File: src/design/cbdc_pkg.sv
// Shared types and constants for the card block descramble/check unit.
// No dependencies; used by the channel interfaces and every design module.
`default_nettype none

package cbdc_pkg;

	localparam int NumBlocksDefault = 128;

	localparam int WordW   = 32;
	localparam int IdxW    = 7;
	localparam int KeyIdW  = 24;
	localparam int ValueW  = 16;
	localparam int CountW  = 8;
	localparam int ApbDataW = 32;
	localparam int ApbAddrW = 3;

	localparam logic [WordW-1:0]  BlankWord = 32'hFFFF_FFFF;
	localparam logic [IdxW-1:0]   AppFirst  = 7'h10;
	localparam logic [IdxW-1:0]   RingFirst = 7'h34;
	localparam int                RingLen   = 8;
	localparam logic [IdxW-1:0]   RingLast  = RingFirst + IdxW'(RingLen - 1);
	localparam logic [CountW-1:0] CountMax  = 8'hFF;
	localparam logic [7:0]        CheckBase = 8'hFF;

	// register index, taken from paddr[2]
	typedef enum logic {
		REG_SESSION_KEY = 1'b0,
		REG_KEY_ID      = 1'b1
	} cbdc_reg_t;

	typedef struct packed {
		logic [WordW-1:0] block_word;
		logic [IdxW-1:0]  block_index;
		logic             start_req;
	} cbdc_blk_t;

	typedef struct packed {
		logic              block_ok;
		logic              counted;
		logic [ValueW-1:0] keyed_value;
		logic              keyed_value_ok;
		logic [ValueW-1:0] plain_value;
		logic              plain_value_ok;
		logic [CountW-1:0] ok_count;
		logic [CountW-1:0] total_count;
	} cbdc_res_t;

	typedef struct packed {
		logic [WordW-1:0]  session_key;
		logic [KeyIdW-1:0] key_id;
	} cbdc_cfg_t;

	typedef struct packed {
		logic              block_ok;
		logic              counted;
		logic [ValueW-1:0] keyed_value;
		logic              keyed_value_ok;
		logic [ValueW-1:0] plain_value;
		logic              plain_value_ok;
	} cbdc_eval_t;

endpackage

`default_nettype wire

File: src/design/cbdc_if.sv
// Valid/ready channel interfaces for block items and result items.
// Depends on cbdc_pkg for the payload structs.
`default_nettype none

interface cbdc_blk_if;
	logic                valid;
	logic                ready;
	cbdc_pkg::cbdc_blk_t data;

	modport source (output valid, output data, input ready);
	modport sink (input valid, input data, output ready);
endinterface

interface cbdc_res_if;
	logic                valid;
	logic                ready;
	cbdc_pkg::cbdc_res_t data;

	modport source (output valid, output data, input ready);
	modport sink (input valid, input data, output ready);
endinterface

`default_nettype wire

File: src/design/cbdc_regs.sv
// APB-style register file holding the session key and the key id.
// Depends on cbdc_pkg.
`default_nettype none

module cbdc_regs (
	input  wire logic                           clk,
	input  wire logic                           arst_n,
	input  wire logic                           psel,
	input  wire logic                           penable,
	input  wire logic                           pwrite,
	input  wire logic [cbdc_pkg::ApbAddrW-1:0]  paddr,
	input  wire logic [cbdc_pkg::ApbDataW-1:0]  pwdata,
	output logic      [cbdc_pkg::ApbDataW-1:0]  prdata,
	output logic                                pready,
	output cbdc_pkg::cbdc_cfg_t                 cfg
);

	logic                          wr_en;
	cbdc_pkg::cbdc_reg_t           reg_sel;
	logic [cbdc_pkg::WordW-1:0]    session_key_q;
	logic [cbdc_pkg::KeyIdW-1:0]   key_id_q;

	assign pready  = 1'b1;
	assign wr_en   = psel && penable && pwrite;
	assign reg_sel = cbdc_pkg::cbdc_reg_t'(paddr[2]);

	always_ff @(posedge clk or negedge arst_n) begin
		if (!arst_n) begin
			session_key_q <= '0;
			key_id_q      <= '0;
		end else if (wr_en) begin
			unique case (reg_sel)
				cbdc_pkg::REG_SESSION_KEY: session_key_q <= pwdata;
				cbdc_pkg::REG_KEY_ID:      key_id_q <= pwdata[cbdc_pkg::KeyIdW-1:0];
				default: ;
			endcase
		end
	end

	always_comb begin
		unique case (reg_sel)
			cbdc_pkg::REG_SESSION_KEY: prdata = session_key_q;
			cbdc_pkg::REG_KEY_ID:
				prdata = {{(cbdc_pkg::ApbDataW - cbdc_pkg::KeyIdW){1'b0}}, key_id_q};
			default: prdata = '0;
		endcase
	end

	assign cfg.session_key = session_key_q;
	assign cfg.key_id      = key_id_q;

endmodule

`default_nettype wire

File: src/design/cbdc_eval.sv
// Combinational evaluation of one block: crumb transpose, check byte, count gate.
// Depends on cbdc_pkg.
`default_nettype none

module cbdc_eval #(
	parameter int NUM_BLOCKS = cbdc_pkg::NumBlocksDefault
) (
	input  cbdc_pkg::cbdc_blk_t  blk,
	input  cbdc_pkg::cbdc_cfg_t  cfg,
	output cbdc_pkg::cbdc_eval_t ev
);

	// transpose the 4x4 grid of 2-bit crumbs
	function automatic logic [cbdc_pkg::WordW-1:0] descramble(
		input logic [cbdc_pkg::WordW-1:0] w
	);
		logic [cbdc_pkg::WordW-1:0] r;
		r = '0;
		for (int i = 0; i < 16; i++) begin
			r[2 * ((i % 4) * 4 + i / 4) +: 2] = w[2 * i +: 2];
		end
		return r;
	endfunction

	// top byte must equal 0xFF - index - six low nibbles, mod 256
	function automatic logic check_ok(
		input logic [cbdc_pkg::WordW-1:0] w,
		input logic [cbdc_pkg::IdxW-1:0]  idx
	);
		logic [7:0] c;
		c = cbdc_pkg::CheckBase - {1'b0, idx};
		for (int s = 0; s < 6; s++) begin
			c = c - {4'b0000, w[4 * s +: 4]};
		end
		return c == w[31:24];
	endfunction

	logic [cbdc_pkg::WordW-1:0] plain;
	logic [cbdc_pkg::WordW-1:0] keyed;
	logic [cbdc_pkg::WordW-1:0] byid;
	logic                       plain_ok;
	logic                       keyed_ok;
	logic                       in_ring;

	assign plain = descramble(blk.block_word);
	assign keyed = descramble(blk.block_word ^ cfg.session_key);
	assign byid  = descramble(blk.block_word ^
		{{(cbdc_pkg::WordW - cbdc_pkg::KeyIdW){1'b0}}, cfg.key_id});

	assign plain_ok = check_ok(plain, blk.block_index);
	assign keyed_ok = check_ok(keyed, blk.block_index);

	assign in_ring = (blk.block_index >= cbdc_pkg::RingFirst) &&
		(blk.block_index <= cbdc_pkg::RingLast);

	assign ev.block_ok = check_ok(blk.block_word, blk.block_index) || plain_ok ||
		keyed_ok || check_ok(byid, blk.block_index);
	assign ev.counted = (blk.block_word != cbdc_pkg::BlankWord) &&
		(blk.block_index >= cbdc_pkg::AppFirst) &&
		(32'(blk.block_index) < NUM_BLOCKS) && !in_ring;
	assign ev.keyed_value    = keyed[cbdc_pkg::ValueW-1:0];
	assign ev.keyed_value_ok = keyed_ok;
	assign ev.plain_value    = plain[cbdc_pkg::ValueW-1:0];
	assign ev.plain_value_ok = plain_ok;

endmodule

`default_nettype wire

File: src/design/card_block_descramble_check.sv
// Card block descramble/check unit, top level.
// A result is offered once its item has passed the input register and been
// evaluated into the result register.
// Throughput: one item per cycle; the input side keeps taking items while a
// result waits, until both the input and result registers are full.
// Reset (arst_n low) clears both keys, both running counts and all valid flags.
`default_nettype none

module card_block_descramble_check #(
	parameter int NUM_BLOCKS = cbdc_pkg::NumBlocksDefault
) (
	input  wire logic                           clk,
	input  wire logic                           arst_n,
	cbdc_blk_if.sink                            blk,
	cbdc_res_if.source                          res,
	input  wire logic                           psel,
	input  wire logic                           penable,
	input  wire logic                           pwrite,
	input  wire logic [cbdc_pkg::ApbAddrW-1:0]  paddr,
	input  wire logic [cbdc_pkg::ApbDataW-1:0]  pwdata,
	output logic      [cbdc_pkg::ApbDataW-1:0]  prdata,
	output logic                                pready
);

	cbdc_pkg::cbdc_cfg_t  cfg;
	cbdc_pkg::cbdc_eval_t ev;

	// stage 1: registered input item
	logic                  valid_s1;
	cbdc_pkg::cbdc_blk_t   blk_s1;

	// stage 2: registered result item
	logic                  valid_s2;
	cbdc_pkg::cbdc_res_t   res_s2;

	// running counts
	logic [cbdc_pkg::CountW-1:0] passed_q;
	logic [cbdc_pkg::CountW-1:0] seen_q;
	logic [cbdc_pkg::CountW-1:0] passed_base;
	logic [cbdc_pkg::CountW-1:0] seen_base;
	logic [cbdc_pkg::CountW-1:0] passed_next;
	logic [cbdc_pkg::CountW-1:0] seen_next;

	logic advance;
	logic move_s1;

	cbdc_regs u_regs (
		.clk     (clk),
		.arst_n  (arst_n),
		.psel    (psel),
		.penable (penable),
		.pwrite  (pwrite),
		.paddr   (paddr),
		.pwdata  (pwdata),
		.prdata  (prdata),
		.pready  (pready),
		.cfg     (cfg)
	);

	cbdc_eval #(
		.NUM_BLOCKS (NUM_BLOCKS)
	) u_eval (
		.blk (blk_s1),
		.cfg (cfg),
		.ev  (ev)
	);

	// The result register frees up when empty or when its item is taken.
	assign advance   = !valid_s2 || res.ready;
	assign move_s1   = valid_s1 && advance;
	assign blk.ready = !valid_s1 || advance;

	// Clear on start request first, then count; hold at the ceiling.
	always_comb begin
		passed_base = blk_s1.start_req ? '0 : passed_q;
		seen_base   = blk_s1.start_req ? '0 : seen_q;
		passed_next = passed_base;
		seen_next   = seen_base;
		if (ev.counted) begin
			if (seen_base != cbdc_pkg::CountMax) begin
				seen_next = seen_base + 1'b1;
			end
			if (ev.block_ok && (passed_base != cbdc_pkg::CountMax)) begin
				passed_next = passed_base + 1'b1;
			end
		end
	end

	always_ff @(posedge clk or negedge arst_n) begin
		if (!arst_n) begin
			valid_s1 <= 1'b0;
			valid_s2 <= 1'b0;
			passed_q <= '0;
			seen_q   <= '0;
		end else begin
			if (blk.ready) begin
				valid_s1 <= blk.valid;
			end
			if (advance) begin
				valid_s2 <= valid_s1;
			end
			// counts advance only as an item leaves stage 1, so order is kept
			if (move_s1) begin
				passed_q <= passed_next;
				seen_q   <= seen_next;
			end
		end
	end

	// payload registers, no reset
	always_ff @(posedge clk) begin
		if (blk.valid && blk.ready) begin
			blk_s1 <= blk.data;
		end
		if (move_s1) begin
			res_s2.block_ok       <= ev.block_ok;
			res_s2.counted        <= ev.counted;
			res_s2.keyed_value    <= ev.keyed_value;
			res_s2.keyed_value_ok <= ev.keyed_value_ok;
			res_s2.plain_value    <= ev.plain_value;
			res_s2.plain_value_ok <= ev.plain_value_ok;
			res_s2.ok_count       <= passed_next;
			res_s2.total_count    <= seen_next;
		end
	end

	assign res.valid = valid_s2;
	assign res.data  = res_s2;

endmodule

`default_nettype wire

File: src/flat_wrapper.sv
// flat-port wrapper written by rule: the top's interface ports become plain ports
module card_block_descramble_check_flat 
#(
	parameter int NUM_BLOCKS = cbdc_pkg::NumBlocksDefault
)
  (clk, arst_n, psel, penable, pwrite, paddr, pwdata, prdata, pready, blk_valid, blk_data, blk_ready, res_valid, res_data, res_ready);
  cbdc_blk_if blk_i ();
  cbdc_res_if res_i ();
  input  wire logic clk;
  input  wire logic arst_n;
  input  wire logic psel;
  input  wire logic penable;
  input  wire logic pwrite;
  input  wire logic [cbdc_pkg::ApbAddrW-1:0] paddr;
  input  wire logic [cbdc_pkg::ApbDataW-1:0] pwdata;
  output logic      [cbdc_pkg::ApbDataW-1:0] prdata;
  output logic pready;
  input wire logic [$bits(blk_i.valid)-1:0] blk_valid;
  input wire logic [$bits(blk_i.data)-1:0] blk_data;
  output wire logic [$bits(blk_i.ready)-1:0] blk_ready;
  output wire logic [$bits(res_i.valid)-1:0] res_valid;
  output wire logic [$bits(res_i.data)-1:0] res_data;
  input wire logic [$bits(res_i.ready)-1:0] res_ready;
  assign blk_i.valid = blk_valid;
  assign blk_i.data = blk_data;
  assign blk_ready = blk_i.ready;
  assign res_valid = res_i.valid;
  assign res_data = res_i.data;
  assign res_i.ready = res_ready;
  card_block_descramble_check #(.NUM_BLOCKS(NUM_BLOCKS)) u_core (.clk(clk), .arst_n(arst_n), .blk(blk_i), .res(res_i), .psel(psel), .penable(penable), .pwrite(pwrite), .paddr(paddr), .pwdata(pwdata), .prdata(prdata), .pready(pready));
endmodule
File: config.mk
export PLATFORM = sky130hd
export DESIGN_NAME = card_block_descramble_check_flat
export DESIGN_NICKNAME = d
export VERILOG_FILES = /design/src/design/cbdc_pkg.sv /design/src/design/cbdc_if.sv /design/src/design/cbdc_regs.sv /design/src/design/cbdc_eval.sv /design/src/design/card_block_descramble_check.sv /design/src/flat_wrapper.sv
export SDC_FILE = /design/constraint.sdc
export NUM_CORES = 1
export LEC_CHECK = 0
export BUFFER_PORTS_ARGS = -buffer_cell sky130_fd_sc_hd__buf_2
export CAP_MARGIN = 5
export CELL_PAD_IN_SITES_DETAIL_PLACEMENT = 1
export CELL_PAD_IN_SITES_GLOBAL_PLACEMENT = 1
export CORE_MARGIN = 3
export CORE_UTILIZATION = 50
export DETAILED_ROUTE_END_ITERATION = 8
export PLACE_DENSITY = 0.95
export SLEW_MARGIN = 5
export SYNTH_ARGS = -nofsm -noshare
export SYNTH_HDL_FRONTEND = slang
export SYNTH_SLANG_ARGS = --single-unit
File: constraint.sdc
create_clock -name clk -period 12.5 [get_ports clk]
set_clock_uncertainty 0.05 [all_clocks]
set_input_delay 1.25 -clock clk [delete_from_list [all_inputs] [get_ports clk]]
set_output_delay 1.25 -clock clk [all_outputs]
set_load 0.005 [all_outputs]
==> results.ini <==
[run_status]
status=completed

[sta]
finalSetupTns_ns=0
post-route-min-period_ns=6.46
setup_viol=0
max_freq_ghz=0.155
rsz0062_at_grt=false
tightest_slew_ns=1.15
timing.final.crit_share_pct=51.7
hold_viol_final=0
slew_headroom_pct=23.5
slew_viol_final=0

[logic_synthesis]
postSynthAreaPerCell_um2=12.3
synth-simple-area-share_pct=7.80
syn-num-nets=1089
synth_flop_cell=edfxtp_1
synth_mux_area_share_pct=9.60
synth_sequential_area_ratio_pct=42.8
synth_fa_ha_area_share_pct=20.4
synth_area_leaders=edfxtp_1 (26%), dfrtp_1 (17%), fa_1 (14%)
ys_warn_count=0
synth_cell_type_count=66
synth-seq-cells=166
synth_xor_area_share_pct=9.65
synth_top_area_share_pct=25.6
synthesis.area_um2=10800
synth_compound_area_share_pct=4.99
async_flop_share_pct=44.6
syn_inst=877
synth-edff-count=92
synth_top_cell_by_area=edfxtp_1
synth_top_family_by_area=adder cells

[hold_path]
holdCritPathClass=reg -> reg
whs_path_depth=1
hp-start=u_core.valid_s1$_DFFE_PN0N_
min_to=u_core.res.valid$_DFFE_PN0P_

[clock_network]
cts_buffer_depth=2
clockRootBuffer=clkbuf_16
clk_latency_ns=0.44
holdBufCountCts=0
path_clk_slew_ns=0.07
cts_setup_buffers=0
numCtsBuffers=17
clock_sinks=166
cts-resized-gates=0
htree_num_levels=4
cts_tree=done

[setup_path]
cp-start-kind=flip-flop
reg2reg_to=u_core.res.data[15]$_DFFE_PP_
worst_ep_required_time_ns=12.64
critPathKind=reg -> reg
rrSetupSlack_ns=6.04
critPathCaptureType=flip-flop
cp.arrival_ns=6.60
reg2reg_from=u_core.blk_s1[10]$_DFFE_PP_
crit_fanout=17
rr_worst_depth=21

[final_layout]
nFillCells=2196
multi_input_area_um2=5660
final_common_cell=buf_2
syn_to_final_growth_pct=16.1
ff_latch_area_um2=4610
fin_nets=1255
drive_above_1_share_pct=28.4
mostFrequentLayoutCells=buf_2 (164), inv_1 (111), edfxtp_1 (92)

[grt]
grt_start_max_net_pins=75
grt_overflow=0
antenna_found_initial=4
grt_pass1_vias=9046
track_usage_pct=29.7
grt_pass1_wl_um=52800

[floorplan]
coreArea_um2=21100
die_y_um=153
io_pins=169
rows=53
fp.dieArea_um2=23400
die_w_um=153
initial_core_util_pct=51.2

[placement]
gp_congestion=0.879
hpwl_um=23500
io_buffer_count=165

[routing]
ant_nets=0
drcViolationCount=0
dr_total_vias=7766
first_pass_iters=5
routed_via_density=5.82
wire_per_inst_um=25.2
drt_iter0_markers=485
wl_um=33700

[flow_run]
drv_cap=0

-- cells in the mapped netlist, drive strengths merged (16+ instances only) --
master and count:
mux2 84, clkbuf 18, fa 76, o21ai 16, ha 54, nor2 26, inv 112, xor2 56
nand2 37, edfxtp 92, xnor2 62, dfrtp 74, a21oi 21
-- sequential cells by signal, summed over array words and instances, names as in the netlist --
register,cells
u_core.blk_s1,40
u_core.passed_q,8
u_core.res.data,52
u_core.res.valid,1
u_core.seen_q,8
u_core.u_regs.key_id_q,24
u_core.u_regs.session_key_q,32
u_core.valid_s1,1
-- area by class of cell --
cell class | count | area share (%)
Antenna cell | 4 | 0.0799
Sequential cell | 166 | 36.8
Tap cell | 275 | 2.75
Inverter | 113 | 3.38
Clock inverter | 13 | 1.49
Multi-Input combinational cell | 577 | 45.2
Clock buffer | 19 | 3.53
Timing Repair Buffer | 168 | 6.79
-- worst max-delay path by stage --
stage / depth (start not counted) / to / slack (ns) / startpoint
floorplan: 16 / u_core.res.data[15]$_DFFE_PP_ / 7.27 / u_core.blk_s1[13]$_DFFE_PP_
global placement: 16 / u_core.res.data[15]$_DFFE_PP_ / 6.48 / u_core.blk_s1[11]$_DFFE_PP_
detailed placement: 16 / u_core.res.data[15]$_DFFE_PP_ / 6.29 / u_core.blk_s1[11]$_DFFE_PP_
CTS: 21 / u_core.res.data[15]$_DFFE_PP_ / 6.16 / u_core.blk_s1[10]$_DFFE_PP_
global route: 21 / u_core.res.data[15]$_DFFE_PP_ / 5.82 / u_core.blk_s1[10]$_DFFE_PP_
finish: 21 / u_core.res.data[15]$_DFFE_PP_ / 6.04 / u_core.blk_s1[10]$_DFFE_PP_
-- cell families after synthesis --
family	Yosys count
flip-flops	166
AND/OR/NAND/NOR	156
buffers and inverters	134
adder cells (fa/ha/maj)	130
XOR/XNOR	118
multiplexers	93
AO/OA/AOI/OAI	79
other	1
-- worst max-delay path, cell delays in order (launching register included) --
cell and delay, ns:
edfxtp_1 0.57, xor2_1 0.29, inv_1 0.10, fa_1 0.49, inv_1 0.07, fa_1 0.57, inv_1 0.07, ha_1 0.34
xnor2_1 0.25, inv_1 0.08, ha_1 0.22, or2_2 0.31, fa_1 0.47, xnor2_1 0.20, xnor2_1 0.16, nand3_1 0.15
nor3_1 0.34, nand4_1 0.37, nand4b_4 0.29, nand2_4 0.17, nor3_1 0.30, mux2_2 0.37
-- through the flow --
stage | util [%] | cell area [um^2] | cells | hold slack, ns | setup slack [ns]
global route | 59.4 | 12500 | 1335 | 0.491 | 5.82
floorplan | - | 10800 | 877 | 0.407 | 7.27
finish | 59.4 | 12500 | 1335 | 0.472 | 6.04
global placement | 56.4 | 11900 | 1299 | 0.420 | 6.48
CTS | 59.4 | 12500 | 1331 | 0.478 | 6.16
detailed placement | 56.4 | 11900 | 1299 | 0.460 | 6.29
-- routing by layer --
layer | vias to the layer above | GRT usage (%) | wire length [um]
li1 | 3326 | - | -
met1 | 3975 | 35.6 | 12900
met2 | 346 | 50.5 | 17100
met3 | 119 | 5.63 | 1750
met4 | 0 | 16.4 | 1940
met5 | - | 0 | 0
Power is not shown: default switching activity piles up to over one toggle a cycle in this logic, so the estimate is an artifact.
